**src/rtl/ttb_pkg.sv**
```systemverilog
// Shared widths, types and state encodings of the triangle tangent basis block.
package ttb_pkg;

    localparam int PosW   = 32;           // vertex position, Q16.16
    localparam int TexW   = 24;           // texture coordinate, Q8.16
    localparam int EdgeW  = PosW + 1;     // position edge
    localparam int TedgeW = TexW + 1;     // texture edge
    localparam int ProdW  = EdgeW + TedgeW;
    localparam int WideW  = 60;           // determinant and unscaled vector sums
    localparam int UnitW  = 16;           // Q1.14 result
    localparam int MagW   = 24;           // normalized magnitude
    localparam int SqW    = 2 * MagW;
    localparam int SumW   = 50;           // sum of three squares
    localparam int RootW  = 25;           // square root of the sum
    localparam int NumW   = 40;           // division numerator
    localparam int QW     = 15;           // quotient bits
    localparam int NumRes = 7;            // determinant, tangent, binormal

    localparam logic [3:0] GeoLast   = 4'd13;
    localparam logic [3:0] CrossLast = 4'd5;
    localparam logic [3:0] QLast     = 4'(QW - 1);
    localparam logic [SumW-1:0] SqrtBit0 = SumW'(1) << (SumW - 2);

    typedef logic signed [PosW-1:0]   t_pos;
    typedef logic signed [TexW-1:0]   t_tex;
    typedef logic signed [EdgeW-1:0]  t_edge;
    typedef logic signed [TedgeW-1:0] t_tedge;
    typedef logic signed [ProdW-1:0]  t_prod;
    typedef logic signed [WideW-1:0]  t_wide;
    typedef logic signed [UnitW-1:0]  t_unit;

    typedef struct packed {
        t_edge  e1x;
        t_edge  e1y;
        t_edge  e1z;
        t_edge  e2x;
        t_edge  e2y;
        t_edge  e2z;
        t_tedge s1;
        t_tedge s2;
        t_tedge t1;
        t_tedge t2;
    } t_tri;

    typedef struct packed {
        logic  start;
        logic  neg;
        t_wide cx;
        t_wide cy;
        t_wide cz;
    } t_norm_req;

    typedef struct packed {
        logic  done;
        logic  zero;
        t_unit qx;
        t_unit qy;
        t_unit qz;
    } t_norm_rsp;

    typedef enum logic [2:0] {
        N_IDLE,
        N_SHIFT,
        N_SQ,
        N_SQRT,
        N_DIV
    } t_nstate;

    typedef enum logic [2:0] {
        B_IDLE,
        B_MUL,
        B_ACC,
        B_CHK,
        B_NT,
        B_NB,
        B_NN,
        B_OUT
    } t_bstate;

endpackage

```
**src/rtl/ttb_norm.sv**
```systemverilog
// Sequential vector normalizer: range shift, sum of squares, square root, division.
module ttb_norm import ttb_pkg::*; (
    input  logic      i_clk,
    input  logic      i_rst_n,
    input  t_norm_req i_req,
    output t_norm_rsp o_rsp
);

    t_nstate          r_state, n_state;
    t_wide            c [3];
    logic [WideW-1:0] c_abs [3];
    logic [WideW-1:0] c_max;
    logic [WideW-1:0] r_m [3];
    logic [WideW-1:0] r_mx;
    logic             r_s [3];
    logic [1:0]       r_k;
    logic [SqW-1:0]   r_sq;
    logic [SumW-1:0]  r_sum;
    logic [SumW-1:0]  r_n;
    logic [SumW-1:0]  r_res;
    logic [SumW-1:0]  r_bit;
    logic [SumW-1:0]  trial;
    logic [SumW-1:0]  n_res;
    logic             sq_ge;
    logic [NumW-1:0]  r_rem;
    logic [NumW-1:0]  r_dv;
    logic [QW-1:0]    r_qacc;
    logic [QW-1:0]    q_n;
    logic             div_ge;
    logic [3:0]       r_dj;
    logic [1:0]       r_dk;
    t_unit            r_qo [3];
    logic             r_done;
    logic             r_zero;

    assign c[0] = i_req.cx;
    assign c[1] = i_req.cy;
    assign c[2] = i_req.cz;

    always_comb begin
        for (int i = 0; i < 3; i++) begin
            c_abs[i] = c[i][WideW-1] ? WideW'(-c[i]) : WideW'(c[i]);
        end
        c_max = c_abs[0];
        if (c_abs[1] > c_max) begin
            c_max = c_abs[1];
        end
        if (c_abs[2] > c_max) begin
            c_max = c_abs[2];
        end
    end

    // One step of the digit-by-digit square root.
    assign trial = r_res + r_bit;
    assign sq_ge = (r_n >= trial);
    assign n_res = sq_ge ? ((r_res >> 1) + r_bit) : (r_res >> 1);

    // One quotient bit of the rounded division.
    assign div_ge = (r_rem >= r_dv);
    assign q_n    = {r_qacc[QW-2:0], div_ge};

    always_ff @(posedge i_clk) begin
        if (!i_rst_n) begin
            r_state <= N_IDLE;
        end else begin
            r_state <= n_state;
        end
    end

    always_comb begin
        n_state = r_state;
        unique case (r_state)
            N_IDLE: begin
                if (i_req.start && (c_max != '0)) begin
                    n_state = N_SHIFT;
                end
            end
            N_SHIFT: begin
                if (!(|r_mx[WideW-1:MagW]) && r_mx[MagW-1]) begin
                    n_state = N_SQ;
                end
            end
            N_SQ: begin
                if (r_k == 2'd3) begin
                    n_state = N_SQRT;
                end
            end
            N_SQRT: begin
                if (r_bit[0]) begin
                    n_state = N_DIV;
                end
            end
            N_DIV: begin
                if ((r_dj == QLast) && (r_dk == 2'd2)) begin
                    n_state = N_IDLE;
                end
            end
            default: n_state = N_IDLE;
        endcase
    end

    always_ff @(posedge i_clk) begin
        if (!i_rst_n) begin
            r_done <= 1'b0;
        end else begin
            r_done <= ((r_state == N_IDLE) && i_req.start && (c_max == '0)) ||
                      ((r_state == N_DIV) && (r_dj == QLast) && (r_dk == 2'd2));
        end
    end

    always_ff @(posedge i_clk) begin
        case (r_state)
            N_IDLE: begin
                if (i_req.start) begin
                    for (int i = 0; i < 3; i++) begin
                        r_m[i] <= c_abs[i];
                        r_s[i] <= c[i][WideW-1] ^ i_req.neg;
                    end
                    r_mx   <= c_max;
                    r_zero <= (c_max == '0);
                end
            end
            N_SHIFT: begin
                // Right shifts truncate; all three move by the same amount.
                if (|r_mx[WideW-1:MagW]) begin
                    r_mx <= r_mx >> 1;
                    for (int i = 0; i < 3; i++) begin
                        r_m[i] <= r_m[i] >> 1;
                    end
                end else if (!r_mx[MagW-1]) begin
                    r_mx <= r_mx << 1;
                    for (int i = 0; i < 3; i++) begin
                        r_m[i] <= r_m[i] << 1;
                    end
                end
                r_k   <= 2'd0;
                r_sum <= '0;
            end
            N_SQ: begin
                if (r_k != 2'd3) begin
                    r_sq <= r_m[r_k][MagW-1:0] * r_m[r_k][MagW-1:0];
                end
                if (r_k != 2'd0) begin
                    r_sum <= r_sum + SumW'(r_sq);
                end
                r_k   <= r_k + 2'd1;
                r_n   <= r_sum + SumW'(r_sq);
                r_res <= '0;
                r_bit <= SqrtBit0;
            end
            N_SQRT: begin
                if (sq_ge) begin
                    r_n <= r_n - trial;
                end
                r_res  <= n_res;
                r_bit  <= r_bit >> 2;
                r_rem  <= {1'b0, r_m[0][MagW-1:0], {QW{1'b0}}} + NumW'(n_res[RootW-1:0]);
                r_dv   <= {n_res[RootW-1:0], {QW{1'b0}}};
                r_qacc <= '0;
                r_dj   <= 4'd0;
                r_dk   <= 2'd0;
            end
            N_DIV: begin
                if (r_dj == QLast) begin
                    r_qo[r_dk] <= r_s[r_dk] ? -UnitW'(q_n) : UnitW'(q_n);
                    if (r_dk != 2'd2) begin
                        r_rem <= {1'b0, r_m[r_dk + 2'd1][MagW-1:0], {QW{1'b0}}} +
                                 NumW'(r_res[RootW-1:0]);
                        r_dv  <= {r_res[RootW-1:0], {QW{1'b0}}};
                    end
                    r_qacc <= '0;
                    r_dj   <= 4'd0;
                    r_dk   <= r_dk + 2'd1;
                end else begin
                    r_rem  <= div_ge ? (r_rem - r_dv) : r_rem;
                    r_dv   <= r_dv >> 1;
                    r_qacc <= q_n;
                    r_dj   <= r_dj + 4'd1;
                end
            end
            default: ;
        endcase
    end

    assign o_rsp.done = r_done;
    assign o_rsp.zero = r_zero;
    assign o_rsp.qx   = r_qo[0];
    assign o_rsp.qy   = r_qo[1];
    assign o_rsp.qz   = r_qo[2];

endmodule

```
**config.mk**
```make
export PLATFORM = sky130hd
export DESIGN_NAME = ttb_norm
export DESIGN_NICKNAME = d
export VERILOG_FILES = /design/src/rtl/ttb_pkg.sv /design/src/rtl/ttb_norm.sv
export SDC_FILE = /design/constraint.sdc
export NUM_CORES = 2
export LEC_CHECK = 0
export BUFFER_PORTS_ARGS = -buffer_cell sky130_fd_sc_hd__buf_2
export CAP_MARGIN = 20
export CORE_MARGIN = 2
export CORE_UTILIZATION = 30
export DETAILED_ROUTE_END_ITERATION = 8
export PLACE_DENSITY_LB_ADDON = 0.3
export SLEW_MARGIN = 0
export SYNTH_ARGS = -nofsm -noshare
export SYNTH_HDL_FRONTEND = slang
export SYNTH_SLANG_ARGS = --single-unit
export TNS_END_PERCENT = 100
```
**constraint.sdc**
```tcl
create_clock -name i_clk -period 45.3 [get_ports i_clk]
set_input_delay 4.53 -clock i_clk [delete_from_list [all_inputs] [get_ports i_clk]]
set_output_delay 4.53 -clock i_clk [all_outputs]
set_load 0.01 [all_outputs]
```
* After elaboration in Yosys (flattened, before gate mapping)
Memory sizes are Yosys's and may differ from the RTL's. A register that Yosys moved wholly into a read port is not among the register bits.
Cells that the tools add are included.
** Cells by class
- Reductions and logical operators :: 28
- Eq/ne operators :: 21
- $add $sub $neg :: 14
- $lt $le $gt $ge :: 4
- Multiply operators :: 1
- Bitwise logic cells :: 9
- Multiplexer cells :: 58
** Operators by type and width (number)
- $mux 60 :: 14
- $pmux 50 s2 :: 4
- $mux 40 :: 5
- $neg 60->60 :: 3
- $pmux 40 s2 :: 2
- $mux 50 :: 3
- $gt 60x60->1 :: 2
- $pmux 60 s2 :: 1
- $add 39x25->40 :: 2
- $logic_not 60->1 :: 1
- $reduce_bool 60->1 :: 1
- $add 49x50->50 :: 1
- $add 50x48->50 :: 1
- $add 50x50->50 :: 1
- $ge 50x50->1 :: 1
- $sub 50x50->50 :: 1
- $mul 24x24->48 :: 1
- $ge 40x40->1 :: 1
- $sub 40x40->40 :: 1
- $reduce_or 36->1 :: 1
- $pmux 14 s2 :: 1
- $ne 2x2->1 const B :: 10
- $mux 16 :: 1
- $neg 15->16 :: 1
- 28 further kinds :: 75
** Storage, ports and cells
- Flip-flop bits (word level) :: 415
- Bits of input ports :: 184
- RAM bits :: 231
- Output and inout port bits :: 50
- Word-level logic and storage cells :: 154
- Memories :: 3
** Memories
- r_m :: words 3, width 60, rd ports 5, clocked after Yosys merged registers in 1, wr ports 3, line ttb_norm.sv:13 : logic [WideW-1:0] r_m [3];
- r_qo :: words 3, width 16, rd ports 3, clocked after Yosys merged registers in 0, wr ports 1, line ttb_norm.sv:32 : t_unit r_qo [3];
- r_s :: words 3, width 1, rd ports 1, clocked after Yosys merged registers in 1, wr ports 3, line ttb_norm.sv:15 : logic r_s [3];

* Depth between registers and ports, before layout
- Depth after elaboration :: 10
- Gate-level depth with buffers :: 45
- Mapped depth without buffers :: 44

* Worst setup path after synthesis
OpenSTA, ideal clock, no wires.
- Path kind :: input port to flip-flop
- Start :: input port i_req[181] (netlist bit)
- End :: memory r_m[0][0], enable pin
- Required time :: 44.332 ns
- Setup slack :: 27.167 ns
- Buffers on the path :: 0
- Arrival :: 17.165 ns
- Stages on the path :: 2
- Setup time :: 0.968 ns
- Cells stage by stage :: nand2_1 o21ai_0
** RTL lines
- start: declaration :: line ttb_norm.sv:5 : input t_norm_req i_req,
- end: declaration :: line ttb_norm.sv:13

* Worst setup path after layout
- Start :: input port i_req[60] (netlist bit)
- End :: register r_state[0]
** Between the ends
- Word-level cells in the longest chain between the ends :: 10
** Ends and longest elaborated chain
- $neg 60->60 :: line ttb_norm.sv:42 : c_abs[i] = c[i][WideW-1] ? WideW'(-c[i]) : WideW'(c[i]);
- $mux 60 * :: line ttb_norm.sv:42
- $gt 60x60->1 :: line ttb_norm.sv:45 : if (c_abs[1] > c_max) begin
- $mux 60 * :: line ttb_norm.sv:45
- $gt 60x60->1 :: line ttb_norm.sv:48 : if (c_abs[2] > c_max) begin
- $mux 60 * :: line ttb_norm.sv:48
- $reduce_bool 60->1 * :: line ttb_norm.sv:74 : if (i_req.start && (c_max != '0)) begin
- $logic_and 1x1->1 * :: line ttb_norm.sv:74
- $ne 2x2->1 (no source line) *
- $reduce_and 5->1 (no source line) *
- end signal: assignment :: line ttb_norm.sv:66 : r_state <= n_state;
- end: declaration :: line ttb_norm.sv:9 : t_nstate r_state, n_state;
Every way passes the cells marked *; elsewhere a longest branch is shown, timed or not.
A chain may end at the register's enable or synchronous reset.

==> summary.txt <==
Critical path
  – Worst Path Max Fanout: 100
  – Critical Path Max Stage Delay: about 0.94 ns
  – Worst Path Arrival: roughly 16 ns
  – Type of origin of the critical path: input pin
  – Worst path required time: 45.87 ns
  – CP max-delay cell: or2_4
  – CP Class: in2reg
  – Crit. End Element: flop

Clock network
  – Setup bufs post-CTS: 0
  – Num CTS Buffers: 77
  – TritonCTS clock tree: yes
  – Clock buffer depth: 3
  – Clock transition at the registers of the reported paths: roughly 0.06 ns
  – Post-CTS Hold Buffers: 0
  – Htree depth: 3
  – Clock root cell: clkbuf_16
  – Clock Sinks: between 600 and 700
  – Post_cts resized: 0
  – Clock Latency Late Sink: between 0.7 and 0.8 ns

Detailed routing
  – Initial DRC Count: 4857
  – Routed wire per std cell: 21.7 µm
  – Routed via count: 51900
  – Number of vias per cell: around 5.3
  – Routed WL: around 210 mm
  – Detailed-route DRC error count: 0
  – DR pass1 iterations: 7
  – Post-DRT Antenna Nets: 0

STA
  – Hold Slack: slightly above 0.5 ns
  – Part of the cycle the worst path needs: 0.338
  – Clock skew: 0.0541 ns
  – RSZ-0062 raised after global routing: no
  – Max Fclk: about 65 MHz
  – Worst-Margin Slew: 1.20 ns
  – Max_slew headroom: 0.200
  – Crit path time final: 15.32 ns
  – Hold Violations, Final: 0
  – Slew Viols, Final: 0
  – Setup TNS: 0 ns
  – Final setup viols: 0

Global route
  – First-pass GRT wire length: 315 mm
  – Vias in the first global route: slightly above 50000
  – Largest net degree at the start of global routing: 101
  – Antenna violations before repair: 11
  – GRT overflow: 0
  – Gr usage total: 0.194

Placed design
  – GP Congestion: 0.959
  – Port-buffer cells: about 230
  – Inst Count DP: 9560
  – Final HPWL DP: 165 mm

Logic synthesis
  – Synth area leaders: edfxtp_1 30%, fa_1 14%, ha_1 10%
  – Cell variety after synth: between 100 and 150
  – Synth top area share: 0.298
  – Mapped Area: between 60000 and 70000 µm²
  – Register area share after synthesis: 0.300
  – Post-Syn Area per Cell: approximately 9 µm²
  – Yosys warning total: 0
  – Post-synth EDFFs: 616
  – Top post-synthesis cells by count: 796 x nand2_1, 699 x inv_1, 616 x edfxtp_1
  – Most frequent cell after synthesis: nand2_1
  – Async SR Flop Fraction: 0
  – Synth Flop Type: edfxtp_1
  – Syn nets: between 7000 and 8000
  – #FFs+latches synth: 624
  – Synth area leader: edfxtp_1
  – Synth Instances: slightly below 7000

Run status
  – Run status: completed

Floorplanning
  – Die Span Y: between 400 and 500 µm
  – Initial Util: 0.301
  – Core ar.: ~210000 µm²
  – Die Area: about 210000 µm²
  – # IOs: about 230
  – Row count: roughly 170
  – Die Wd: ~460 µm

Final layout
  – Nets: slightly above 8000
  – Share of cells above drive strength 1: 0.0866
  – Area delta synth->final: 11.7%
  – Final std cells w/o fill: ~9700

Flow run
  – Max-cap violation count: 0

Min path
  – Hold WC Path Type: reg2reg
[kinds of logic after synthesis]
kind of cell    count (synthesis)  share of synthesized area
fa+ha+maj                     934                      0.240
flops                         624                      0.300
compound gates               1606                      0.163
buf+inv                       992                     0.0604
xor+xnor                      476                     0.0676
mux                           128                     0.0213
simple gates                 2017                      0.148
[layout make-up]
type,instances,area [µm²]
Antenna cell,5,12.5
Clock buffer,99,2070
Clock inverter,41,567
Fill cell,21300,137000
Inverter,707,2660
Multi-Input combinational cell,5161,39900
Sequential cell,624,18700
Tap cell,2704,3380
Timing Repair Buffer,365,2160
[sequential cells by signal, summed over array words and instances, names as in the netlist, named ones only]
name and count:
r_res 50, r_rem 40, r_k 2, r_sum 50, r_n 50, r_qo 48
r_done 1, r_zero 1, r_s 3, r_dk 2, r_mx 60, r_bit 25
r_qacc 14, r_sq 47, r_dv 40, r_m 180, r_state 3, r_dj 4
[stage by stage]
step                setup slack [ns]  instance area (µm²)   util
floorplan                      27.17                62100      -
global route                   29.27                69400  0.336
finish                         29.98                69400  0.336
CTS                            30.27                69400  0.336
detailed placement             29.56                66700  0.323
global placement               29.67                66700  0.323
[path summary, 6_finish.rpt]
path                            slack [ns]        from  depth (start not counted)          to
worst min-delay path                  0.52  r_m[1][31]                          2  r_m[1][32]
worst max-delay path                 29.98   i_req[60]                         37  r_state[0]
worst max register to register       34.36    r_bit[0]                         43   r_rem[33]
worst min register to register        0.52  r_m[1][31]                          2  r_m[1][32]
[metal layers]
layer,up-vias,track usage,share of wire
met5,-,0,0.00024
met4,8,0.0624,0.033
met3,323,0.0309,0.073
met2,1815,0.303,0.44
met1,25700,0.273,0.45
li1,24000,-,-
[cell usage in the layout (no fill, tap or decap), types with 38 or more instances in the layout]
cell type and count:
a211oi_1 49, o21bai_1 38, nand2b_1 44, o22ai_1 53, mux2i_1 99, xor2_1 263
a31oi_1 55, xnor2_1 210, o21ai_0 527, o31ai_1 62, buf_2 233, and2_1 39
a22oi_1 51, nor4_1 51, edfxtp_1 616, a21oi_1 329, fa_1 428, nand4_1 72
buf_4 132, nor2_1 591, clkbuf_16 78, inv_1 698, o21a_1 48, nand3_1 83
nor3_1 71, nor2b_1 48, a21o_1 151, nand2_1 793, ha_1 505, and3_1 75
[worst max-delay path: cells and delay by family]
kind            cells  cell delay (ns)
simple gates       18             5.80
compound gates     11             3.15
mux                 2             0.76
buf+inv             3             0.64
fa+ha+maj           2             0.51
xor+xnor            1             0.30
Power is not shown: default switching activity piles up to over one toggle a cycle in this logic, so the estimate is an artifact.
