===== config.mk =====
export PLATFORM = sky130hd
export DESIGN_NAME = ttb_front_flat
export DESIGN_NICKNAME = d
export VERILOG_FILES = /design/src/rtl/ttb_pkg.sv /design/src/rtl/ttb_if.sv /design/src/rtl/ttb_front.sv /design/src/flat_wrapper.sv
export SDC_FILE = /design/constraint.sdc
export NUM_CORES = 1
export LEC_CHECK = 0
export BUFFER_PORTS_ARGS = -buffer_cell sky130_fd_sc_hd__clkbuf_2
export CORE_MARGIN = 3
export CORE_UTILIZATION = 55
export DETAILED_ROUTE_END_ITERATION = 10
export GPL_TIMING_DRIVEN = 0
export HOLD_SLACK_MARGIN = 0.12
export PLACE_DENSITY_LB_ADDON = 0.25
export SLEW_MARGIN = 25
export SYNTH_ARGS = -nofsm -noshare
export SYNTH_HDL_FRONTEND = slang
export SYNTH_SLANG_ARGS = --single-unit

===== constraint.sdc =====
create_clock -name i_clk -period 15.4 [get_ports i_clk]
set_clock_uncertainty 0.2 [all_clocks]
set_input_delay 1.54 -clock i_clk [delete_from_list [all_inputs] [get_ports i_clk]]
set_output_delay 1.54 -clock i_clk [all_outputs]
set_load 0.05 [all_outputs]

===== src/rtl/ttb_pkg.sv =====
// Shared widths, types and state encodings of the triangle tangent basis block.
package ttb_pkg;

    localparam int PosW   = 32;           // vertex position, Q16.16
    localparam int TexW   = 24;           // texture coordinate, Q8.16
    localparam int EdgeW  = PosW + 1;     // position edge
    localparam int TedgeW = TexW + 1;     // texture edge
    localparam int ProdW  = EdgeW + TedgeW;
    localparam int WideW  = 60;           // determinant and unscaled vector sums
    localparam int UnitW  = 16;           // Q1.14 result
    localparam int MagW   = 24;           // normalized magnitude
    localparam int SqW    = 2 * MagW;
    localparam int SumW   = 50;           // sum of three squares
    localparam int RootW  = 25;           // square root of the sum
    localparam int NumW   = 40;           // division numerator
    localparam int QW     = 15;           // quotient bits
    localparam int NumRes = 7;            // determinant, tangent, binormal

    localparam logic [3:0] GeoLast   = 4'd13;
    localparam logic [3:0] CrossLast = 4'd5;
    localparam logic [3:0] QLast     = 4'(QW - 1);
    localparam logic [SumW-1:0] SqrtBit0 = SumW'(1) << (SumW - 2);

    typedef logic signed [PosW-1:0]   t_pos;
    typedef logic signed [TexW-1:0]   t_tex;
    typedef logic signed [EdgeW-1:0]  t_edge;
    typedef logic signed [TedgeW-1:0] t_tedge;
    typedef logic signed [ProdW-1:0]  t_prod;
    typedef logic signed [WideW-1:0]  t_wide;
    typedef logic signed [UnitW-1:0]  t_unit;

    typedef struct packed {
        t_edge  e1x;
        t_edge  e1y;
        t_edge  e1z;
        t_edge  e2x;
        t_edge  e2y;
        t_edge  e2z;
        t_tedge s1;
        t_tedge s2;
        t_tedge t1;
        t_tedge t2;
    } t_tri;

    typedef struct packed {
        logic  start;
        logic  neg;
        t_wide cx;
        t_wide cy;
        t_wide cz;
    } t_norm_req;

    typedef struct packed {
        logic  done;
        logic  zero;
        t_unit qx;
        t_unit qy;
        t_unit qz;
    } t_norm_rsp;

    typedef enum logic [2:0] {
        N_IDLE,
        N_SHIFT,
        N_SQ,
        N_SQRT,
        N_DIV
    } t_nstate;

    typedef enum logic [2:0] {
        B_IDLE,
        B_MUL,
        B_ACC,
        B_CHK,
        B_NT,
        B_NB,
        B_NN,
        B_OUT
    } t_bstate;

endpackage


===== src/rtl/ttb_if.sv =====
// Vertex and basis stream interfaces with valid/ready handshake.
interface ttb_vtx_if import ttb_pkg::*; ();
    logic valid;
    logic ready;
    logic mesh_start;
    t_pos pos_x;
    t_pos pos_y;
    t_pos pos_z;
    t_tex tex_u;
    t_tex tex_v;

    modport source(output valid, mesh_start, pos_x, pos_y, pos_z, tex_u, tex_v,
                   input ready);
    modport sink(input valid, mesh_start, pos_x, pos_y, pos_z, tex_u, tex_v,
                 output ready);
endinterface



===== src/rtl/ttb_front.sv =====
// Vertex grouping: holds two vertices and forms the edges of each triangle.
module ttb_front import ttb_pkg::*; (
    input  logic        i_clk,
    input  logic        i_rst_n,
    ttb_vtx_if.sink     i_vtx,
    input  logic        i_full,
    output logic        o_push,
    output t_tri        o_tri
);

    logic [1:0] r_cnt;
    logic [1:0] cnt_eff;
    logic       accept;
    t_pos       r_hpx [2];
    t_pos       r_hpy [2];
    t_pos       r_hpz [2];
    t_tex       r_htu [2];
    t_tex       r_htv [2];

    assign i_vtx.ready = !i_full;
    assign accept      = i_vtx.valid && !i_full;
    assign cnt_eff     = i_vtx.mesh_start ? 2'd0 : r_cnt;
    assign o_push      = accept && (cnt_eff == 2'd2);

    always_ff @(posedge i_clk) begin
        if (!i_rst_n) begin
            r_cnt <= 2'd0;
        end else if (accept) begin
            r_cnt <= (cnt_eff == 2'd2) ? 2'd0 : cnt_eff + 2'd1;
        end
    end

    always_ff @(posedge i_clk) begin
        if (accept && (cnt_eff != 2'd2)) begin
            r_hpx[cnt_eff[0]] <= i_vtx.pos_x;
            r_hpy[cnt_eff[0]] <= i_vtx.pos_y;
            r_hpz[cnt_eff[0]] <= i_vtx.pos_z;
            r_htu[cnt_eff[0]] <= i_vtx.tex_u;
            r_htv[cnt_eff[0]] <= i_vtx.tex_v;
        end
    end

    always_comb begin
        o_tri.e1x = EdgeW'(r_hpx[1]) - EdgeW'(r_hpx[0]);
        o_tri.e1y = EdgeW'(r_hpy[1]) - EdgeW'(r_hpy[0]);
        o_tri.e1z = EdgeW'(r_hpz[1]) - EdgeW'(r_hpz[0]);
        o_tri.e2x = EdgeW'(i_vtx.pos_x) - EdgeW'(r_hpx[0]);
        o_tri.e2y = EdgeW'(i_vtx.pos_y) - EdgeW'(r_hpy[0]);
        o_tri.e2z = EdgeW'(i_vtx.pos_z) - EdgeW'(r_hpz[0]);
        o_tri.s1  = TedgeW'(r_htu[1]) - TedgeW'(r_htu[0]);
        o_tri.s2  = TedgeW'(i_vtx.tex_u) - TedgeW'(r_htu[0]);
        o_tri.t1  = TedgeW'(r_htv[1]) - TedgeW'(r_htv[0]);
        o_tri.t2  = TedgeW'(i_vtx.tex_v) - TedgeW'(r_htv[0]);
    end

endmodule


===== src/flat_wrapper.sv =====
// flat-port wrapper written by rule: the top's interface ports become plain ports
module ttb_front_flat import ttb_pkg::*;
  (i_clk, i_rst_n, i_full, o_push, o_tri, i_vtx_valid, i_vtx_mesh_start, i_vtx_pos_x, i_vtx_pos_y, i_vtx_pos_z, i_vtx_tex_u, i_vtx_tex_v, i_vtx_ready);
  ttb_vtx_if i_vtx_i ();
  input  logic i_clk;
  input  logic i_rst_n;
  input  logic i_full;
  output logic o_push;
  output t_tri o_tri;
  input wire logic [$bits(i_vtx_i.valid)-1:0] i_vtx_valid;
  input wire logic [$bits(i_vtx_i.mesh_start)-1:0] i_vtx_mesh_start;
  input wire logic [$bits(i_vtx_i.pos_x)-1:0] i_vtx_pos_x;
  input wire logic [$bits(i_vtx_i.pos_y)-1:0] i_vtx_pos_y;
  input wire logic [$bits(i_vtx_i.pos_z)-1:0] i_vtx_pos_z;
  input wire logic [$bits(i_vtx_i.tex_u)-1:0] i_vtx_tex_u;
  input wire logic [$bits(i_vtx_i.tex_v)-1:0] i_vtx_tex_v;
  output wire logic [$bits(i_vtx_i.ready)-1:0] i_vtx_ready;
  assign i_vtx_i.valid = i_vtx_valid;
  assign i_vtx_i.mesh_start = i_vtx_mesh_start;
  assign i_vtx_i.pos_x = i_vtx_pos_x;
  assign i_vtx_i.pos_y = i_vtx_pos_y;
  assign i_vtx_i.pos_z = i_vtx_pos_z;
  assign i_vtx_i.tex_u = i_vtx_tex_u;
  assign i_vtx_i.tex_v = i_vtx_tex_v;
  assign i_vtx_ready = i_vtx_i.ready;
  ttb_front u_core (.i_clk(i_clk), .i_rst_n(i_rst_n), .i_vtx(i_vtx_i), .i_full(i_full), .o_push(o_push), .o_tri(o_tri));
endmodule

# After elaboration in Yosys (flattened, before gate mapping)
# Memory sizes are Yosys's and may differ from the RTL's.
# Cells that the tools add are included.
[totals]
reg_bits = 2
mem_bits_rw = 288
input_bits = 149
out_inout_bits = 300
word_cells = 27
memories = 5
[memory_table]
columns = ["memory", "words", "word_bits", "rd", "rd_ports_with_merged_regs", "wr", "line", "text"]
rows = [
  ["u_core.r_hpx", 2, 32, 2, 0, 1, "ttb_front.sv:14", "t_pos r_hpx [2];"],
  ["u_core.r_hpy", 2, 32, 2, 0, 1, "ttb_front.sv:15", "t_pos r_hpy [2];"],
  ["u_core.r_hpz", 2, 32, 2, 0, 1, "ttb_front.sv:16", "t_pos r_hpz [2];"],
  ["u_core.r_htu", 2, 24, 2, 0, 1, "ttb_front.sv:17", "t_tex r_htu [2];"],
  ["u_core.r_htv", 2, 24, 2, 0, 1, "ttb_front.sv:18", "t_tex r_htv [2];"],
]
[classes]
n_addsub = 11
eq_ne = 2
n_mux = 4
reduce_logical = 4
[op_table]
columns = ["op", "n"]
rows = [
  ["32-bit by 32-bit subtractor with 33-bit output", 6],
  ["24-bit by 24-bit subtractor with 25-bit output", 4],
  ["2-bit two-way mux", 2],
  ["1-bit logical AND", 3],
  ["2-bit by 1-bit adder with 2-bit output, second input constant", 1],
  ["2-bit == test, second input constant", 1],
  ["1-bit two-way mux", 2],
  ["2-bit inequality test, second input constant", 1],
  ["1-bit logical NOT", 1],
]

# Logic depth before layout (Yosys ltp)
[depth]
depth_word = 5
mapped_depth = 12
ltp_nobuf = 12

# Least setup slack after synthesis
# OpenSTA, ideal clock, no wires.
[synth_path]
path_type = "input-to-reg"
from = "input port i_full"
to = "memory u_core.r_hpx[1][0] (netlist name) (enable)"
setup_ns = 0.859
arrival_ns = 12.583
required_ns = 14.341
setup_slack_ns = 1.759
cell_stages = 3
path_cell_list = "inv_1 > nand2_1 > nor3b_1"
[synth_between]
elab_chain_len = 5
[synth_rtl]
columns = ["item", "line", "text"]
rows = [
  ["start, declared", "flat_wrapper.sv:7", "input logic i_full;"],
  ["1-bit logical NOT", "ttb_front.sv:21", "assign accept = i_vtx.valid && !i_full;"],
  ["1-bit logical AND", "ttb_front.sv:21", ""],
  ["1-bit logical AND", "ttb_front.sv:34", "if (accept && (cnt_eff != 2'd2)) begin"],
  ["1-bit two-way mux", "ttb_front.sv:34", ""],
  ["1-bit two-way mux (not written as such)", "ttb_front.sv:35", "r_hpx[cnt_eff[0]] <= i_vtx.pos_x;"],
  ["end, declared", "ttb_front.sv:14", ""],
]
# Every way passes these cells.

==> qor.yml <==
status: "complete, no violations"
whs_ns: 0.3776
die_w_um: 211.2
area_delta_synth_final_pct: 19.18
dp_slack_ns: 8.936
synth_mux_area_share_pct: 0.1297
yosysWarningCount: 0
antenna_found_initial: 13
dieArea_sq_um: 44600
path_class: "in2out"
dpl.hpwl_um: 52550
hold_start: "u_core.r_cnt[0]$_SDFFE_PN0P_"
min_period_ns: 6.567
routedWlPerCell_um: 18.47
swShare_pct: 39.46
start_util_pct: 56.20
cts_tree: "built"
hold_class: "reg2reg"
async_flop_share_pct: 0
syn_inst: 2398
grt_usage_pct: 27.73
grt_max_degree: 26
synth_top_family_by_area: "compound AO/OA/AOI/OAI gates"
clk_path_buf_depth: 3
seqPwrFrac_pct: 32.2
cts_max_level: 2
synth-compound-area-share_pct: 20.29
total_leakage_power_nw: 12.69
final_net_count: 3356
powerDensity_nw_per_um2: 101.4
yosysUniqueCellTypes: 76
drt-pass1-iter-count: 6
vias_per_cell: 5.785
clkPwrFrac_pct: 30.4
cts.repair.resized: 0
p_switching_mw: 1.104
setup_viol: 0
wirelength_um: 64230
synth_seq_cells: 290
tightest_slew_ns: 0.6990
ctsHoldBuffers: 0
vias: 20110
synthFlopType: "edfxtp_1"
fp-row-count: 74
ios: 449
cp-start-kind: "input port"
cp-end-kind: "output port"
syn_area_sq_um: 23150
grt_pass1_wl_um: 98600
slew_violations: 0
p_total_mw: 2.797
gp_congestion: 0.9515
final_design_area_no_fill_sq_um: 27600
synthAdderAreaFrac_pct: 16.43
numClockSinks: 290
drc: 0
cts.clk_slew.worst_paths_ns: 0.05
cts_buffers: 36
ant_nets: 0
power.internal_mw: 1.694
post_cts_buffers: 0
fin_crit_sh_pct: 42.64
grt_remaining_overflow: 0
postPlaceCellArea_sq_um: 26380
core_sq_um: 41200
postLayoutSetupSlackWorst_ns: 8.833
synth_xor_area_share_pct: 9.154
slew_headroom_pct: 52.97
pwr-share-comb_pct: 37.4
final_layout_size_suffix_gt1_share_pct: 19.18
numPortBuffers: 448
fill_cells: 3352
rsz0062_at_grt: "false"
drv_cap: 0
hold_viol_final: 0
critical_path_arrival_ns: 4.83
worstPathRequired_ns: 13.66
cp-startpoint: "i_vtx_pos_z[0]"
synth_edf_count: 288
yosysSeqAreaShare_pct: 37.52
clk_latency_ns: 0.53
cts_root_buf: "clkbuf_16"
fmax_mhz: 152.3
critPathMaxFanout: 5
grt_pass1_vias: 19370
first_iter_violations: 1438
synth.net_count: 2845
peakVddDrop_uv: 91.94
syn_avg_cell_area_sq_um: 9.656
r2r_start: "u_core.r_cnt[0]$_SDFFE_PN0P_"
synthSimpleGateAreaFrac_pct: 12.01
fp.dieH_um: 211.2
==> registers in the layout (all words and copies together), names as in the netlist <==
register      count
u_core.r_cnt      2
u_core.r_hpx     64
u_core.r_hpy     64
u_core.r_hpz     64
u_core.r_htu     48
u_core.r_htv     48
==> power groups by stage <==
stage               Sequential [mW]  Combinational, mW  Clock (mW)
global placement              0.925               1.02           0
detailed placement            0.916               1.04           0
floorplan                     0.921              0.778           0
global route                  0.901               1.11       0.900
CTS                           0.900               1.04       0.870
finish                        0.900               1.05       0.851
==> cell usage after synthesis, types with 5 or more instances <==
cell | number | area [sq um]
nor4_1 | 8 | 50.05
o21bai_1 | 28 | 210.2
a21oi_1 | 218 | 1091
inv_1 | 248 | 930.9
fa_1 | 10 | 200.2
a21boi_0 | 6 | 45.04
nor2b_1 | 40 | 250.2
a221o_1 | 6 | 60.06
o311ai_1 | 6 | 52.55
edfxtp_1 | 288 | 8648
o211ai_1 | 18 | 135.1
and2_1 | 12 | 75.07
nor3b_1 | 5 | 37.54
xor2_1 | 65 | 569.3
and3_1 | 27 | 168.9
a21o_1 | 106 | 795.8
nand2b_1 | 46 | 287.8
a211oi_1 | 16 | 120.1
o21a_1 | 44 | 330.3
clkbuf_1 | 25 | 93.84
nor2_1 | 168 | 630.6
a2111oi_0 | 6 | 52.55
o31a_1 | 8 | 70.07
nand2_1 | 129 | 484.2
xnor2_1 | 177 | 1550
nand3_1 | 51 | 255.2
a21oi_2 | 5 | 43.79
o31ai_1 | 12 | 90.09
ha_1 | 288 | 3603
nor3_1 | 42 | 210.2
o21ai_0 | 108 | 540.5
nand4_1 | 19 | 118.9
a31o_2 | 8 | 70.07
o22ai_1 | 5 | 31.28
o21ai_1 | 17 | 85.08
or3_1 | 14 | 87.58
a31oi_1 | 33 | 206.5
==> critical path, stage by stage <==
cell,delay (ns)
clkbuf_2,0.10
inv_1,0.04
ha_1,0.22
fa_1,0.41
nor2b_1,0.15
o21ai_1,0.10
a21oi_2,0.23
o2111ai_2,0.21
a211oi_2,0.42
o41ai_4,0.17
o21ai_2,0.31
a31oi_1,0.19
xnor2_1,0.37
clkbuf_2,0.35
==> cell usage in the layout (no fill, tap or decap), types with 9 or more instances in the layout <==
| cell | n |
|---|---|
| a211oi_1 | 16 |
| a21o_1 | 106 |
| a21oi_1 | 218 |
| a31oi_1 | 33 |
| and2_1 | 12 |
| and3_1 | 27 |
| buf_4 | 13 |
| clkbuf_1 | 36 |
| clkbuf_16 | 38 |
| clkbuf_2 | 449 |
| diode_2 | 9 |
| edfxtp_1 | 288 |
| fa_1 | 10 |
| ha_1 | 288 |
| inv_1 | 248 |
| nand2_1 | 129 |
| nand2b_1 | 46 |
| nand3_1 | 51 |
| nand4_1 | 19 |
| nor2_1 | 167 |
| nor2b_1 | 40 |
| nor3_1 | 42 |
| o211ai_1 | 18 |
| o21a_1 | 44 |
| o21ai_0 | 108 |
| o21ai_1 | 17 |
| o21bai_1 | 28 |
| o31ai_1 | 12 |
| or3_1 | 14 |
| xnor2_1 | 177 |
| xor2_1 | 65 |
==> per-stage QoR <==
stage	setup TNS (ns)	cells	utilization, %
4_1_cts	0	3468	66.92
2_1_floorplan	0	2398	-
3_5_place_dp	0	3403	64.04
3_3_place_gp	-640.14	3378	63.26
6_report	0	3477	66.98
5_1_grt	0	3476	66.97
==> final cells by class <==
cell class | count | area [sq um] | area share (%)
well taps | 532 | 665.6 | 2.412
clock buffers | 49 | 992.2 | 3.596
multi-input cells | 1833 | 13440 | 48.72
clock inverters | 16 | 196.4 | 0.7119
plain buffers | 27 | 103.9 | 0.3763
flip-flops and latches | 290 | 8688 | 31.48
inverters | 248 | 930.9 | 3.373
repair buffers | 473 | 2551 | 9.245
diodes | 9 | 22.52 | 0.08161
==> layer usage <==
metal,global-route usage [%],part of all wire (%),up-vias
met2,45.99,46,694
met1,35.09,42,9404
met3,6.193,7.4,171
met5,0,0.12,-
met4,12.01,4.6,10
li1,-,-,9835
==> path summary, 6_finish.rpt <==
path                              endpoint  slack, ns  cells after the start
max                             o_tri[128]       8.83                     14
min           u_core.r_cnt[0]$_SDFFE_PN0P_       0.38                      2
max reg2reg  u_core.r_htv[1][13]$_DFFE_PP_      12.50                      8
min reg2reg   u_core.r_cnt[0]$_SDFFE_PN0P_       0.38                      2
==> kinds of logic (layout without fill, tap and decap cells) <==
| group | Yosys count | in the layout |
|---|---|---|
| xor+xnor | 242 | 242 |
| fa+ha+maj | 298 | 298 |
| buf+inv | 275 | 813 |
| compound gates | 713 | 713 |
| other cells | 0 | 9 |
| mux | 3 | 3 |
| simple gates | 577 | 577 |
| flops | 290 | 290 |
Note: power is estimated with default switching activity, not from simulation.
