## src/rtl/ttb_pkg.sv

```systemverilog
// Shared widths, types and state encodings of the triangle tangent basis block.
package ttb_pkg;

    localparam int PosW   = 32;           // vertex position, Q16.16
    localparam int TexW   = 24;           // texture coordinate, Q8.16
    localparam int EdgeW  = PosW + 1;     // position edge
    localparam int TedgeW = TexW + 1;     // texture edge
    localparam int ProdW  = EdgeW + TedgeW;
    localparam int WideW  = 60;           // determinant and unscaled vector sums
    localparam int UnitW  = 16;           // Q1.14 result
    localparam int MagW   = 24;           // normalized magnitude
    localparam int SqW    = 2 * MagW;
    localparam int SumW   = 50;           // sum of three squares
    localparam int RootW  = 25;           // square root of the sum
    localparam int NumW   = 40;           // division numerator
    localparam int QW     = 15;           // quotient bits
    localparam int NumRes = 7;            // determinant, tangent, binormal

    localparam logic [3:0] GeoLast   = 4'd13;
    localparam logic [3:0] CrossLast = 4'd5;
    localparam logic [3:0] QLast     = 4'(QW - 1);
    localparam logic [SumW-1:0] SqrtBit0 = SumW'(1) << (SumW - 2);

    typedef logic signed [PosW-1:0]   t_pos;
    typedef logic signed [TexW-1:0]   t_tex;
    typedef logic signed [EdgeW-1:0]  t_edge;
    typedef logic signed [TedgeW-1:0] t_tedge;
    typedef logic signed [ProdW-1:0]  t_prod;
    typedef logic signed [WideW-1:0]  t_wide;
    typedef logic signed [UnitW-1:0]  t_unit;

    typedef struct packed {
        t_edge  e1x;
        t_edge  e1y;
        t_edge  e1z;
        t_edge  e2x;
        t_edge  e2y;
        t_edge  e2z;
        t_tedge s1;
        t_tedge s2;
        t_tedge t1;
        t_tedge t2;
    } t_tri;

    typedef struct packed {
        logic  start;
        logic  neg;
        t_wide cx;
        t_wide cy;
        t_wide cz;
    } t_norm_req;

    typedef struct packed {
        logic  done;
        logic  zero;
        t_unit qx;
        t_unit qy;
        t_unit qz;
    } t_norm_rsp;

    typedef enum logic [2:0] {
        N_IDLE,
        N_SHIFT,
        N_SQ,
        N_SQRT,
        N_DIV
    } t_nstate;

    typedef enum logic [2:0] {
        B_IDLE,
        B_MUL,
        B_ACC,
        B_CHK,
        B_NT,
        B_NB,
        B_NN,
        B_OUT
    } t_bstate;

endpackage

```

## src/rtl/ttb_if.sv

```systemverilog


interface ttb_bas_if import ttb_pkg::*; ();
    logic  valid;
    logic  ready;
    t_unit tangent_x;
    t_unit tangent_y;
    t_unit tangent_z;
    t_unit binormal_x;
    t_unit binormal_y;
    t_unit binormal_z;
    t_unit normal_x;
    t_unit normal_y;
    t_unit normal_z;
    logic  degenerate;

    modport source(output valid, tangent_x, tangent_y, tangent_z, binormal_x, binormal_y,
                   binormal_z, normal_x, normal_y, normal_z, degenerate, input ready);
    modport sink(input valid, tangent_x, tangent_y, tangent_z, binormal_x, binormal_y,
                 binormal_z, normal_x, normal_y, normal_z, degenerate, output ready);
endinterface

```

## src/rtl/ttb_back.sv

```systemverilog
// Triangle compute sequencer: products on one shared multiplier, normalizations, result beat.
module ttb_back import ttb_pkg::*; (
    input  logic      i_clk,
    input  logic      i_rst_n,
    input  logic      i_empty,
    input  t_tri      i_tri,
    output logic      o_pop,
    output t_norm_req o_req,
    input  t_norm_rsp i_rsp,
    ttb_bas_if.source o_bas
);

    t_bstate      r_state, n_state;
    t_tri         r_tri;
    logic [3:0]   r_step;
    logic         r_cross;
    logic         r_degen;
    t_prod        r_prod;
    t_wide        r_acc;
    t_wide        r_res [NumRes];
    t_unit        r_tq [3];
    t_unit        r_bq [3];
    t_unit        r_nq [3];
    logic         r_ov;
    t_unit        r_out [9];
    logic         r_out_degen;
    logic signed [EdgeW-1:0]  op_a;
    logic signed [TedgeW-1:0] op_b;
    t_prod        n_prod;
    t_wide        prod_ext;
    logic         last;
    logic         load_out;
    logic [2:0]   res_idx;
    logic         det_zero;

    assign n_prod   = op_a * op_b;
    assign prod_ext = {{(WideW-ProdW){r_prod[ProdW-1]}}, r_prod};
    assign last     = r_cross ? (r_step == CrossLast) : (r_step == GeoLast);
    assign res_idx  = r_cross ? (r_step[3:1] + 3'd1) : r_step[3:1];
    assign det_zero = (r_res[0] == '0);

    // Geometry pass: determinant, then t2*e1 - t1*e2, then s1*e2 - s2*e1.
    // Cross pass: tangent x binormal on the Q1.14 results.
    always_comb begin
        op_a = '0;
        op_b = '0;
        if (!r_cross) begin
            case (r_step)
                4'd0:  begin op_a = EdgeW'(r_tri.s1); op_b = r_tri.t2; end
                4'd1:  begin op_a = EdgeW'(r_tri.s2); op_b = r_tri.t1; end
                4'd2:  begin op_a = r_tri.e1x; op_b = r_tri.t2; end
                4'd3:  begin op_a = r_tri.e2x; op_b = r_tri.t1; end
                4'd4:  begin op_a = r_tri.e1y; op_b = r_tri.t2; end
                4'd5:  begin op_a = r_tri.e2y; op_b = r_tri.t1; end
                4'd6:  begin op_a = r_tri.e1z; op_b = r_tri.t2; end
                4'd7:  begin op_a = r_tri.e2z; op_b = r_tri.t1; end
                4'd8:  begin op_a = r_tri.e2x; op_b = r_tri.s1; end
                4'd9:  begin op_a = r_tri.e1x; op_b = r_tri.s2; end
                4'd10: begin op_a = r_tri.e2y; op_b = r_tri.s1; end
                4'd11: begin op_a = r_tri.e1y; op_b = r_tri.s2; end
                4'd12: begin op_a = r_tri.e2z; op_b = r_tri.s1; end
                4'd13: begin op_a = r_tri.e1z; op_b = r_tri.s2; end
                default: ;
            endcase
        end else begin
            case (r_step)
                4'd0: begin op_a = EdgeW'(r_tq[1]); op_b = TedgeW'(r_bq[2]); end
                4'd1: begin op_a = EdgeW'(r_tq[2]); op_b = TedgeW'(r_bq[1]); end
                4'd2: begin op_a = EdgeW'(r_tq[2]); op_b = TedgeW'(r_bq[0]); end
                4'd3: begin op_a = EdgeW'(r_tq[0]); op_b = TedgeW'(r_bq[2]); end
                4'd4: begin op_a = EdgeW'(r_tq[0]); op_b = TedgeW'(r_bq[1]); end
                4'd5: begin op_a = EdgeW'(r_tq[1]); op_b = TedgeW'(r_bq[0]); end
                default: ;
            endcase
        end
    end

    always_ff @(posedge i_clk) begin
        if (!i_rst_n) begin
            r_state <= B_IDLE;
        end else begin
            r_state <= n_state;
        end
    end

    always_comb begin
        n_state     = r_state;
        o_pop       = 1'b0;
        load_out    = 1'b0;
        o_req.start = 1'b0;
        o_req.neg   = r_cross ? 1'b0 : r_res[0][WideW-1];
        o_req.cx    = r_res[1];
        o_req.cy    = r_res[2];
        o_req.cz    = r_res[3];
        unique case (r_state)
            B_IDLE: begin
                if (!i_empty) begin
                    o_pop   = 1'b1;
                    n_state = B_MUL;
                end
            end
            B_MUL: n_state = B_ACC;
            B_ACC: begin
                if (last) begin
                    n_state = B_CHK;
                end else begin
                    n_state = B_MUL;
                end
            end
            B_CHK: begin
                if (!r_cross && det_zero) begin
                    n_state = B_OUT;
                end else begin
                    o_req.start = 1'b1;
                    n_state     = r_cross ? B_NN : B_NT;
                end
            end
            B_NT: begin
                if (i_rsp.done) begin
                    if (i_rsp.zero) begin
                        n_state = B_OUT;
                    end else begin
                        o_req.start = 1'b1;
                        o_req.cx    = r_res[4];
                        o_req.cy    = r_res[5];
                        o_req.cz    = r_res[6];
                        n_state     = B_NB;
                    end
                end
            end
            B_NB: begin
                if (i_rsp.done) begin
                    n_state = i_rsp.zero ? B_OUT : B_MUL;
                end
            end
            B_NN: begin
                if (i_rsp.done) begin
                    n_state = B_OUT;
                end
            end
            B_OUT: begin
                if (!r_ov || o_bas.ready) begin
                    load_out = 1'b1;
                    n_state  = B_IDLE;
                end
            end
            default: n_state = B_IDLE;
        endcase
    end

    always_ff @(posedge i_clk) begin
        case (r_state)
            B_IDLE: begin
                if (!i_empty) begin
                    r_tri   <= i_tri;
                    r_step  <= 4'd0;
                    r_cross <= 1'b0;
                    r_degen <= 1'b0;
                end
            end
            B_MUL: r_prod <= n_prod;
            B_ACC: begin
                if (!r_step[0]) begin
                    r_acc <= prod_ext;
                end else begin
                    r_res[res_idx] <= r_acc - prod_ext;
                end
                r_step <= last ? 4'd0 : r_step + 4'd1;
            end
            B_CHK: begin
                if (!r_cross && det_zero) begin
                    r_degen <= 1'b1;
                end
            end
            B_NT: begin
                if (i_rsp.done) begin
                    if (i_rsp.zero) begin
                        r_degen <= 1'b1;
                    end else begin
                        r_tq[0] <= i_rsp.qx;
                        r_tq[1] <= i_rsp.qy;
                        r_tq[2] <= i_rsp.qz;
                    end
                end
            end
            B_NB: begin
                if (i_rsp.done) begin
                    if (i_rsp.zero) begin
                        r_degen <= 1'b1;
                    end else begin
                        r_bq[0] <= i_rsp.qx;
                        r_bq[1] <= i_rsp.qy;
                        r_bq[2] <= i_rsp.qz;
                        r_cross <= 1'b1;
                        r_step  <= 4'd0;
                    end
                end
            end
            B_NN: begin
                if (i_rsp.done) begin
                    if (i_rsp.zero) begin
                        r_degen <= 1'b1;
                    end else begin
                        r_nq[0] <= i_rsp.qx;
                        r_nq[1] <= i_rsp.qy;
                        r_nq[2] <= i_rsp.qz;
                    end
                end
            end
            B_OUT: begin
                if (load_out) begin
                    for (int i = 0; i < 3; i++) begin
                        r_out[i]     <= r_degen ? '0 : r_tq[i];
                        r_out[3 + i] <= r_degen ? '0 : r_bq[i];
                        r_out[6 + i] <= r_degen ? '0 : r_nq[i];
                    end
                    r_out_degen <= r_degen;
                end
            end
            default: ;
        endcase
    end

    // The output register frees the sequencer while a beat waits downstream.
    always_ff @(posedge i_clk) begin
        if (!i_rst_n) begin
            r_ov <= 1'b0;
        end else if (load_out) begin
            r_ov <= 1'b1;
        end else if (o_bas.ready) begin
            r_ov <= 1'b0;
        end
    end

    assign o_bas.valid      = r_ov;
    assign o_bas.tangent_x  = r_out[0];
    assign o_bas.tangent_y  = r_out[1];
    assign o_bas.tangent_z  = r_out[2];
    assign o_bas.binormal_x = r_out[3];
    assign o_bas.binormal_y = r_out[4];
    assign o_bas.binormal_z = r_out[5];
    assign o_bas.normal_x   = r_out[6];
    assign o_bas.normal_y   = r_out[7];
    assign o_bas.normal_z   = r_out[8];
    assign o_bas.degenerate = r_out_degen;

endmodule

```

## src/flat_wrapper.sv

```systemverilog
// flat-port wrapper written by rule: the top's interface ports become plain ports
module ttb_back_flat import ttb_pkg::*;
  (i_clk, i_rst_n, i_empty, i_tri, o_pop, o_req, i_rsp, o_bas_valid, o_bas_tangent_x, o_bas_tangent_y, o_bas_tangent_z, o_bas_binormal_x, o_bas_binormal_y, o_bas_binormal_z, o_bas_normal_x, o_bas_normal_y, o_bas_normal_z, o_bas_degenerate, o_bas_ready);
  ttb_bas_if o_bas_i ();
  input  logic i_clk;
  input  logic i_rst_n;
  input  logic i_empty;
  input  t_tri i_tri;
  output logic o_pop;
  output t_norm_req o_req;
  input  t_norm_rsp i_rsp;
  output wire logic [$bits(o_bas_i.valid)-1:0] o_bas_valid;
  output wire logic [$bits(o_bas_i.tangent_x)-1:0] o_bas_tangent_x;
  output wire logic [$bits(o_bas_i.tangent_y)-1:0] o_bas_tangent_y;
  output wire logic [$bits(o_bas_i.tangent_z)-1:0] o_bas_tangent_z;
  output wire logic [$bits(o_bas_i.binormal_x)-1:0] o_bas_binormal_x;
  output wire logic [$bits(o_bas_i.binormal_y)-1:0] o_bas_binormal_y;
  output wire logic [$bits(o_bas_i.binormal_z)-1:0] o_bas_binormal_z;
  output wire logic [$bits(o_bas_i.normal_x)-1:0] o_bas_normal_x;
  output wire logic [$bits(o_bas_i.normal_y)-1:0] o_bas_normal_y;
  output wire logic [$bits(o_bas_i.normal_z)-1:0] o_bas_normal_z;
  output wire logic [$bits(o_bas_i.degenerate)-1:0] o_bas_degenerate;
  input wire logic [$bits(o_bas_i.ready)-1:0] o_bas_ready;
  assign o_bas_valid = o_bas_i.valid;
  assign o_bas_tangent_x = o_bas_i.tangent_x;
  assign o_bas_tangent_y = o_bas_i.tangent_y;
  assign o_bas_tangent_z = o_bas_i.tangent_z;
  assign o_bas_binormal_x = o_bas_i.binormal_x;
  assign o_bas_binormal_y = o_bas_i.binormal_y;
  assign o_bas_binormal_z = o_bas_i.binormal_z;
  assign o_bas_normal_x = o_bas_i.normal_x;
  assign o_bas_normal_y = o_bas_i.normal_y;
  assign o_bas_normal_z = o_bas_i.normal_z;
  assign o_bas_degenerate = o_bas_i.degenerate;
  assign o_bas_i.ready = o_bas_ready;
  ttb_back u_core (.i_clk(i_clk), .i_rst_n(i_rst_n), .i_empty(i_empty), .i_tri(i_tri), .o_pop(o_pop), .o_req(o_req), .i_rsp(i_rsp), .o_bas(o_bas_i));
endmodule
```

## config.mk

```make
export PLATFORM = sky130hd
export DESIGN_NAME = ttb_back_flat
export DESIGN_NICKNAME = d
export VERILOG_FILES = /design/src/rtl/ttb_pkg.sv /design/src/rtl/ttb_if.sv /design/src/rtl/ttb_back.sv /design/src/flat_wrapper.sv
export SDC_FILE = /design/constraint.sdc
export NUM_CORES = 2
export LEC_CHECK = 0
export BUFFER_PORTS_ARGS = -buffer_cell sky130_fd_sc_hd__buf_2
export CAP_MARGIN = 25
export CORE_UTILIZATION = 60
export CTS_BUF_LIST = sky130_fd_sc_hd__clkbuf_8
export DETAILED_ROUTE_END_ITERATION = 6
export PLACE_DENSITY = 0.87
export REMOVE_ABC_BUFFERS = 1
export SETUP_SLACK_MARGIN = 0.05
export SLEW_MARGIN = 20
export SYNTH_ARGS = -nofsm -noshare
export SYNTH_HDL_FRONTEND = slang
export SYNTH_SLANG_ARGS = --single-unit
```

## constraint.sdc

```tcl
create_clock -name i_clk -period 63.7 [get_ports i_clk]
set_input_delay 6.37 -clock i_clk [delete_from_list [all_inputs] [get_ports i_clk]]
set_output_delay 6.37 -clock i_clk [all_outputs]
set_load 0.05 [all_outputs]
```

Word level (Yosys, flattened, before mapping)
Memory sizes are Yosys's and may differ from the RTL's. Cells that the tools add are included.

Input port bits: 352. Logic and storage cells: 160. Bits in writable memories: 708. Memories kept: 5. Register bits after elaboration: 425.

Memory list: u_core.r_res (words 7, width 60, rd ports 7, clocked after memory_dff 0, wr ports 1, line ttb_back.sv:20) `t_wide r_res [NumRes];`; u_core.r_out (words 9, width 16, rd ports 9, clocked after memory_dff 0, wr ports 9, line ttb_back.sv:25) `t_unit r_out [9];`; u_core.r_bq (words 3, width 16, rd ports 3, clocked after memory_dff 0, wr ports 3, line ttb_back.sv:22) `t_unit r_bq [3];`; u_core.r_nq (words 3, width 16, rd ports 3, clocked after memory_dff 0, wr ports 3, line ttb_back.sv:23) `t_unit r_nq [3];`; u_core.r_tq (words 3, width 16, rd ports 3, clocked after memory_dff 0, wr ports 3, line ttb_back.sv:21) `t_unit r_tq [3];`.

$mul: 1. Muxes and demuxes: 67. Bitwise logic cells: 2. Reductions and logical operators: 35. Equal/unequal tests: 29. Add/subtract/negate cells: 3.

Operators with widths (number): 180-bit two-way mux (3); 33-bit case mux with 8 select lines (1); 16-bit two-way mux (9); 25-bit case mux with 4 select lines (1); 33-bit case mux with 3 select lines (1); 25-bit case mux with 3 select lines (1); 60-bit zero test (1); 58-bit by 58-bit subtractor with 59-bit output (1); 33-bit by 25-bit multiplier with 58-bit output (1); 33-bit two-way mux (1); 1-bit two-way mux (29); 25-bit two-way mux (1); 4-bit == test, second input constant (6); 3-bit two-way mux (8); 3-bit case mux with 8 select lines (1); 2-bit OR reduction (12); 4-bit by 3-bit == test with 1-bit output, second input constant (4); 4-bit two-way mux (4); 3-bit == test, second input constant (4); 4-bit case mux with 3 select lines (1); 2-bit != test, second input constant (5); 5-bit AND reduction (2); 3-bit OR reduction (3); 4-bit by 2-bit == test with 1-bit output, second input constant (2); 20 further kinds (35).

Depth between registers and ports, before layout
Depth in word-level cells: 7. Gate-level depth with buffers: 37. Mapped depth without buffers: 33.

Worst setup path before layout
No wires, ideal clock.

Kind: input to output. Start point: input i_empty. End point: output o_pop. Path slack: 21.701 ns. Data arrival time: 35.629 ns. Cell stages on the path: 1. Required time: 57.330 ns. Buffers on the path: 0. Cell sequence: nor4_1.

Word-level cells in the longest chain between the ends: 2.

RTL lines: start, declared (line flat_wrapper.sv:7) `input logic i_empty;`; 1-bit two-way mux (line ttb_back.sv:97) `if (!i_empty) begin`; 1-bit two-way mux (line ttb_back.sv:95) `unique case (r_state)`; end, declared (line flat_wrapper.sv:9) `output logic o_pop;`.

No other way between the ends.

==> impl_summary.txt <==
----------------------------------------------------
[Timing]
  Worst clock skew ... 0.1057 ns
  Highest clock frequency the design can meet ... 63.00 MHz
  Final Hold Fails ... 0
  Final number of max-transition violations ... 0
  Setup TNS Final ... 0 ns
  Setup ws final ... 47.83 ns
  Number of setup violations in the final report ... 0
  Unrepaired setup endpoints after global routing ... false
  Post-route fraction of the period consumed by the critical path ... 24.92%
  Slew @ Worst Pin ... 1.141 ns
  Final critical path time including I/O delays and setup ... 15.87 ns
  Rel. slew slack ... 23.67%

[Synth]
  Sequential element share of the synthesized area ... 46.94%
  Number of flip-flops and latches in the synthesized netlist ... 1126
  Post-synth cell types ... 73
  Post-synthesis instance total ... 5761
  Synthesis Warnings ... 0
  Synthesized area divided by synthesized cell count ... 12.49 um^2
  Main synth FF type ... edfxtp_1
  Number of flops mapped to enable cells by yosys ... 1122
  Mapped Area ... 0.07194 mm^2
  Asr flop ratio synth ... 0%

[Die]
  Die Wd ... 348.3 um
  Std-Cell Core Area ... 0.1184 mm^2
  Core Rows ... 126
  Height of the die ... 348.3 um
  Die Outline Area ... 0.1213 mm^2
  Initial core utilization ... 60.77%
  Number of placed I/O pins ... 681

[Global routing]
  First-pass GRT wire length ... 304400 um
  Number of global-route vias before repair ... 51612
  Overall fraction of global-route tracks in use ... 34.00%
  Number of antenna violations at the first check in global routing ... 21
  Total congestion overflow after global routing ... 0
  Pin count of the biggest net entering global routing ... 93

[Job]
  Total of max-cap violations ... 0

[Worst setup path]
  Arrival time at the worst endpoint ... 9.50 ns
  WS Path Type ... input pin to output port
  Type of origin of the critical path ... input pin
  Data required time of the worst path ... 57.33 ns
  Highest net fanout along the worst path ... 81
  CP Capture Type ... output port

[Route]
  Routed Wire Length ... 203800 um
  Via density ... 6.012
  Residual DRC count ... 8
  Post-DRT Antenna Nets ... 0
  First-iteration detailed-routing DRC count ... 5865
  Detailed-routing iteration count for the pre-antenna-repair pass ... 7
  Via total after detailed routing ... 49439
  Per-cell routed wire length ... 24.79 um

[Clock tree]
  Clock slew at the register clock pins of the worst setup and hold paths ... 0.06 ns
  Clock network latency to the later pin of the worst-skew pair ... 0.96 ns
  Clock tree from TritonCTS ... yes
  Number of gates resized after cts ... 0
  Hold buffer count at CTS ... 0
  CTS root buf ... clkbuf_8
  Number of sinks on the clock net ... 1126
  H-tree depth ... 4
  Post-CTS setup-driven buffer insertion count ... 0
  Cts bufs inserted ... 173
  Clock Path Buffers ... 3

[Place]
  Placed Instance Area ... 0.07741 mm^2
  Global placer's final weighted congestion ... 1.010
  Post-Place Setup Slack ... 47.64 ns
  Half-perimeter wire length after detailed placement ... 147900 um
  Number of buffer cells added on primary ports ... 680

[Finish]
  Proportion of layout cells with a drive suffix above 1 ... 19.25%
  Total of fill cells in the finished design ... 7866
  Final-stage net count ... 7878
  Relative area change from synthesis to final layout ... 12.39%
  Final instance area ... 0.08086 mm^2

[Outcome]
  Run status ... complete, but fails checks
  Violations in the final reports ... DRC

[Min path]
  Path type of the worst min-delay path ... flop to flop

----------------------------------------------------
==> metal layers <==
layer	track usage, %	vias up	wire, um
li1	-	20538	-
met1	41.87	23884	69240
met2	51.30	4101	89750
met3	13.30	910	30860
met4	19.52	6	13930
met5	0	-	39
==> cells by family after synthesis <==
kind of cell    Yosys count  share of synthesized area (%)
mux                     181                          2.828
buf+inv                1228                          6.440
flops                  1126                          46.94
xor+xnor                120                          1.461
compound gates          639                          6.282
simple gates           1404                          8.764
fa+ha+maj              1063                          27.28
==> metrics by stage <==
stage | cells | hold slack (ns) | utilization (%)
6_report | 8223 | 0.4329 | 68.30
5_1_grt | 8217 | 0.4353 | 68.28
4_1_cts | 8199 | 0.4250 | 68.19
3_5_place_dp | 7884 | 0.4347 | 65.38
3_3_place_gp | 7884 | 0.4321 | 65.37
2_1_floorplan | 5505 | 0.4264 | -
==> registers in the layout, summed over array words and instances, names as in the netlist <==
name and cells:
u_core.r_res 413, u_core.r_degen 1, u_core.r_state 3, u_core.r_out 144, u_core.o_bas.degenerate 1, u_core.r_cross 1
u_core.r_tri 298, u_core.r_tq 48, u_core.r_step 4, u_core.r_bq 48, u_core.r_prod 58, u_core.r_nq 48
u_core.r_acc 58, u_core.o_bas.valid 1
==> worst max-delay path, cell delays in order <==
cell	delay [ns]
buf_2	0.12
inv_1	0.09
nand2_1	0.17
nor3_2	0.21
buf_4	0.29
buf_4	0.74
buf_4	0.44
buf_16	0.32
mux2_2	0.39
buf_2	0.21
==> synth_stat cells (20+ instances only) <==
cell / number / area share (%)
clkbuf_1: 232 / 1.2
a221o_1: 27 / 0.38
or2_2: 20 / 0.17
xor2_1: 37 / 0.45
nor2_1: 467 / 2.4
o21ai_0: 63 / 0.44
and2_1: 31 / 0.27
fa_1: 843 / 23
o21a_1: 29 / 0.30
nand2b_1: 36 / 0.31
ha_1: 220 / 3.8
nand3_1: 43 / 0.30
a21o_1: 74 / 0.77
nand2_1: 519 / 2.7
a21oi_1: 156 / 1.1
a222oi_1: 49 / 0.68
edfxtp_1: 1122 / 47
a22oi_1: 82 / 0.86
a221oi_1: 33 / 0.40
nor2b_1: 177 / 1.5
mux2_2: 178 / 2.8
xnor2_1: 83 / 1.0
inv_1: 972 / 5.1
==> cell type report <==
class | count | area [um^2] | share of cell area, %
diodes | 20 | 50.05 | 0.06190
clock buffers | 174 | 2395 | 2.962
clock inverters | 141 | 927.1 | 1.147
inverters | 972 | 3649 | 4.512
multi-input cells | 3407 | 33840 | 41.85
flip-flops and latches | 1126 | 33770 | 41.77
well taps | 1600 | 2002 | 2.476
repair buffers | 783 | 4224 | 5.224
==> layout by cell type, fill, tap and decap left out, drive strengths merged, types with 19 or more instances in the layout <==
cell,Yosys,routed
xnor2,83,83
edfxtp,1122,1122
fa,843,843
a222oi,49,49
clkinv,0,67
nand2b,36,36
a22oi,82,82
o21ai,76,76
and2,31,31
or2,20,20
nand3,43,43
nor2b,177,177
mux2,178,178
nand2,519,519
ha,220,220
clkbuf,232,174
a31oi,20,20
o21a,29,29
buf,24,783
diode,0,20
inv,972,1035
a221oi,33,33
a221o,27,27
a21o,74,74
nor2,467,467
a21oi,156,156
nor3,19,19
and3,19,19
xor2,37,37
==> final timing paths <==
kind	slack (ns)	start	to	depth (start not counted)
setup / recovery	47.83	i_rsp[48]	o_req[114]	10
hold / removal	0.43	u_core.r_prod[47]	u_core.r_acc[47]	0
setup reg to reg	52.96	u_core.r_step[0]	u_core.r_prod[54]	32
hold reg to reg	0.43	u_core.r_prod[47]	u_core.r_acc[47]	0
Power is left out: the tool's default activity adds up to more than one toggle a clock period on the data nets, which glitch-free logic cannot reach.
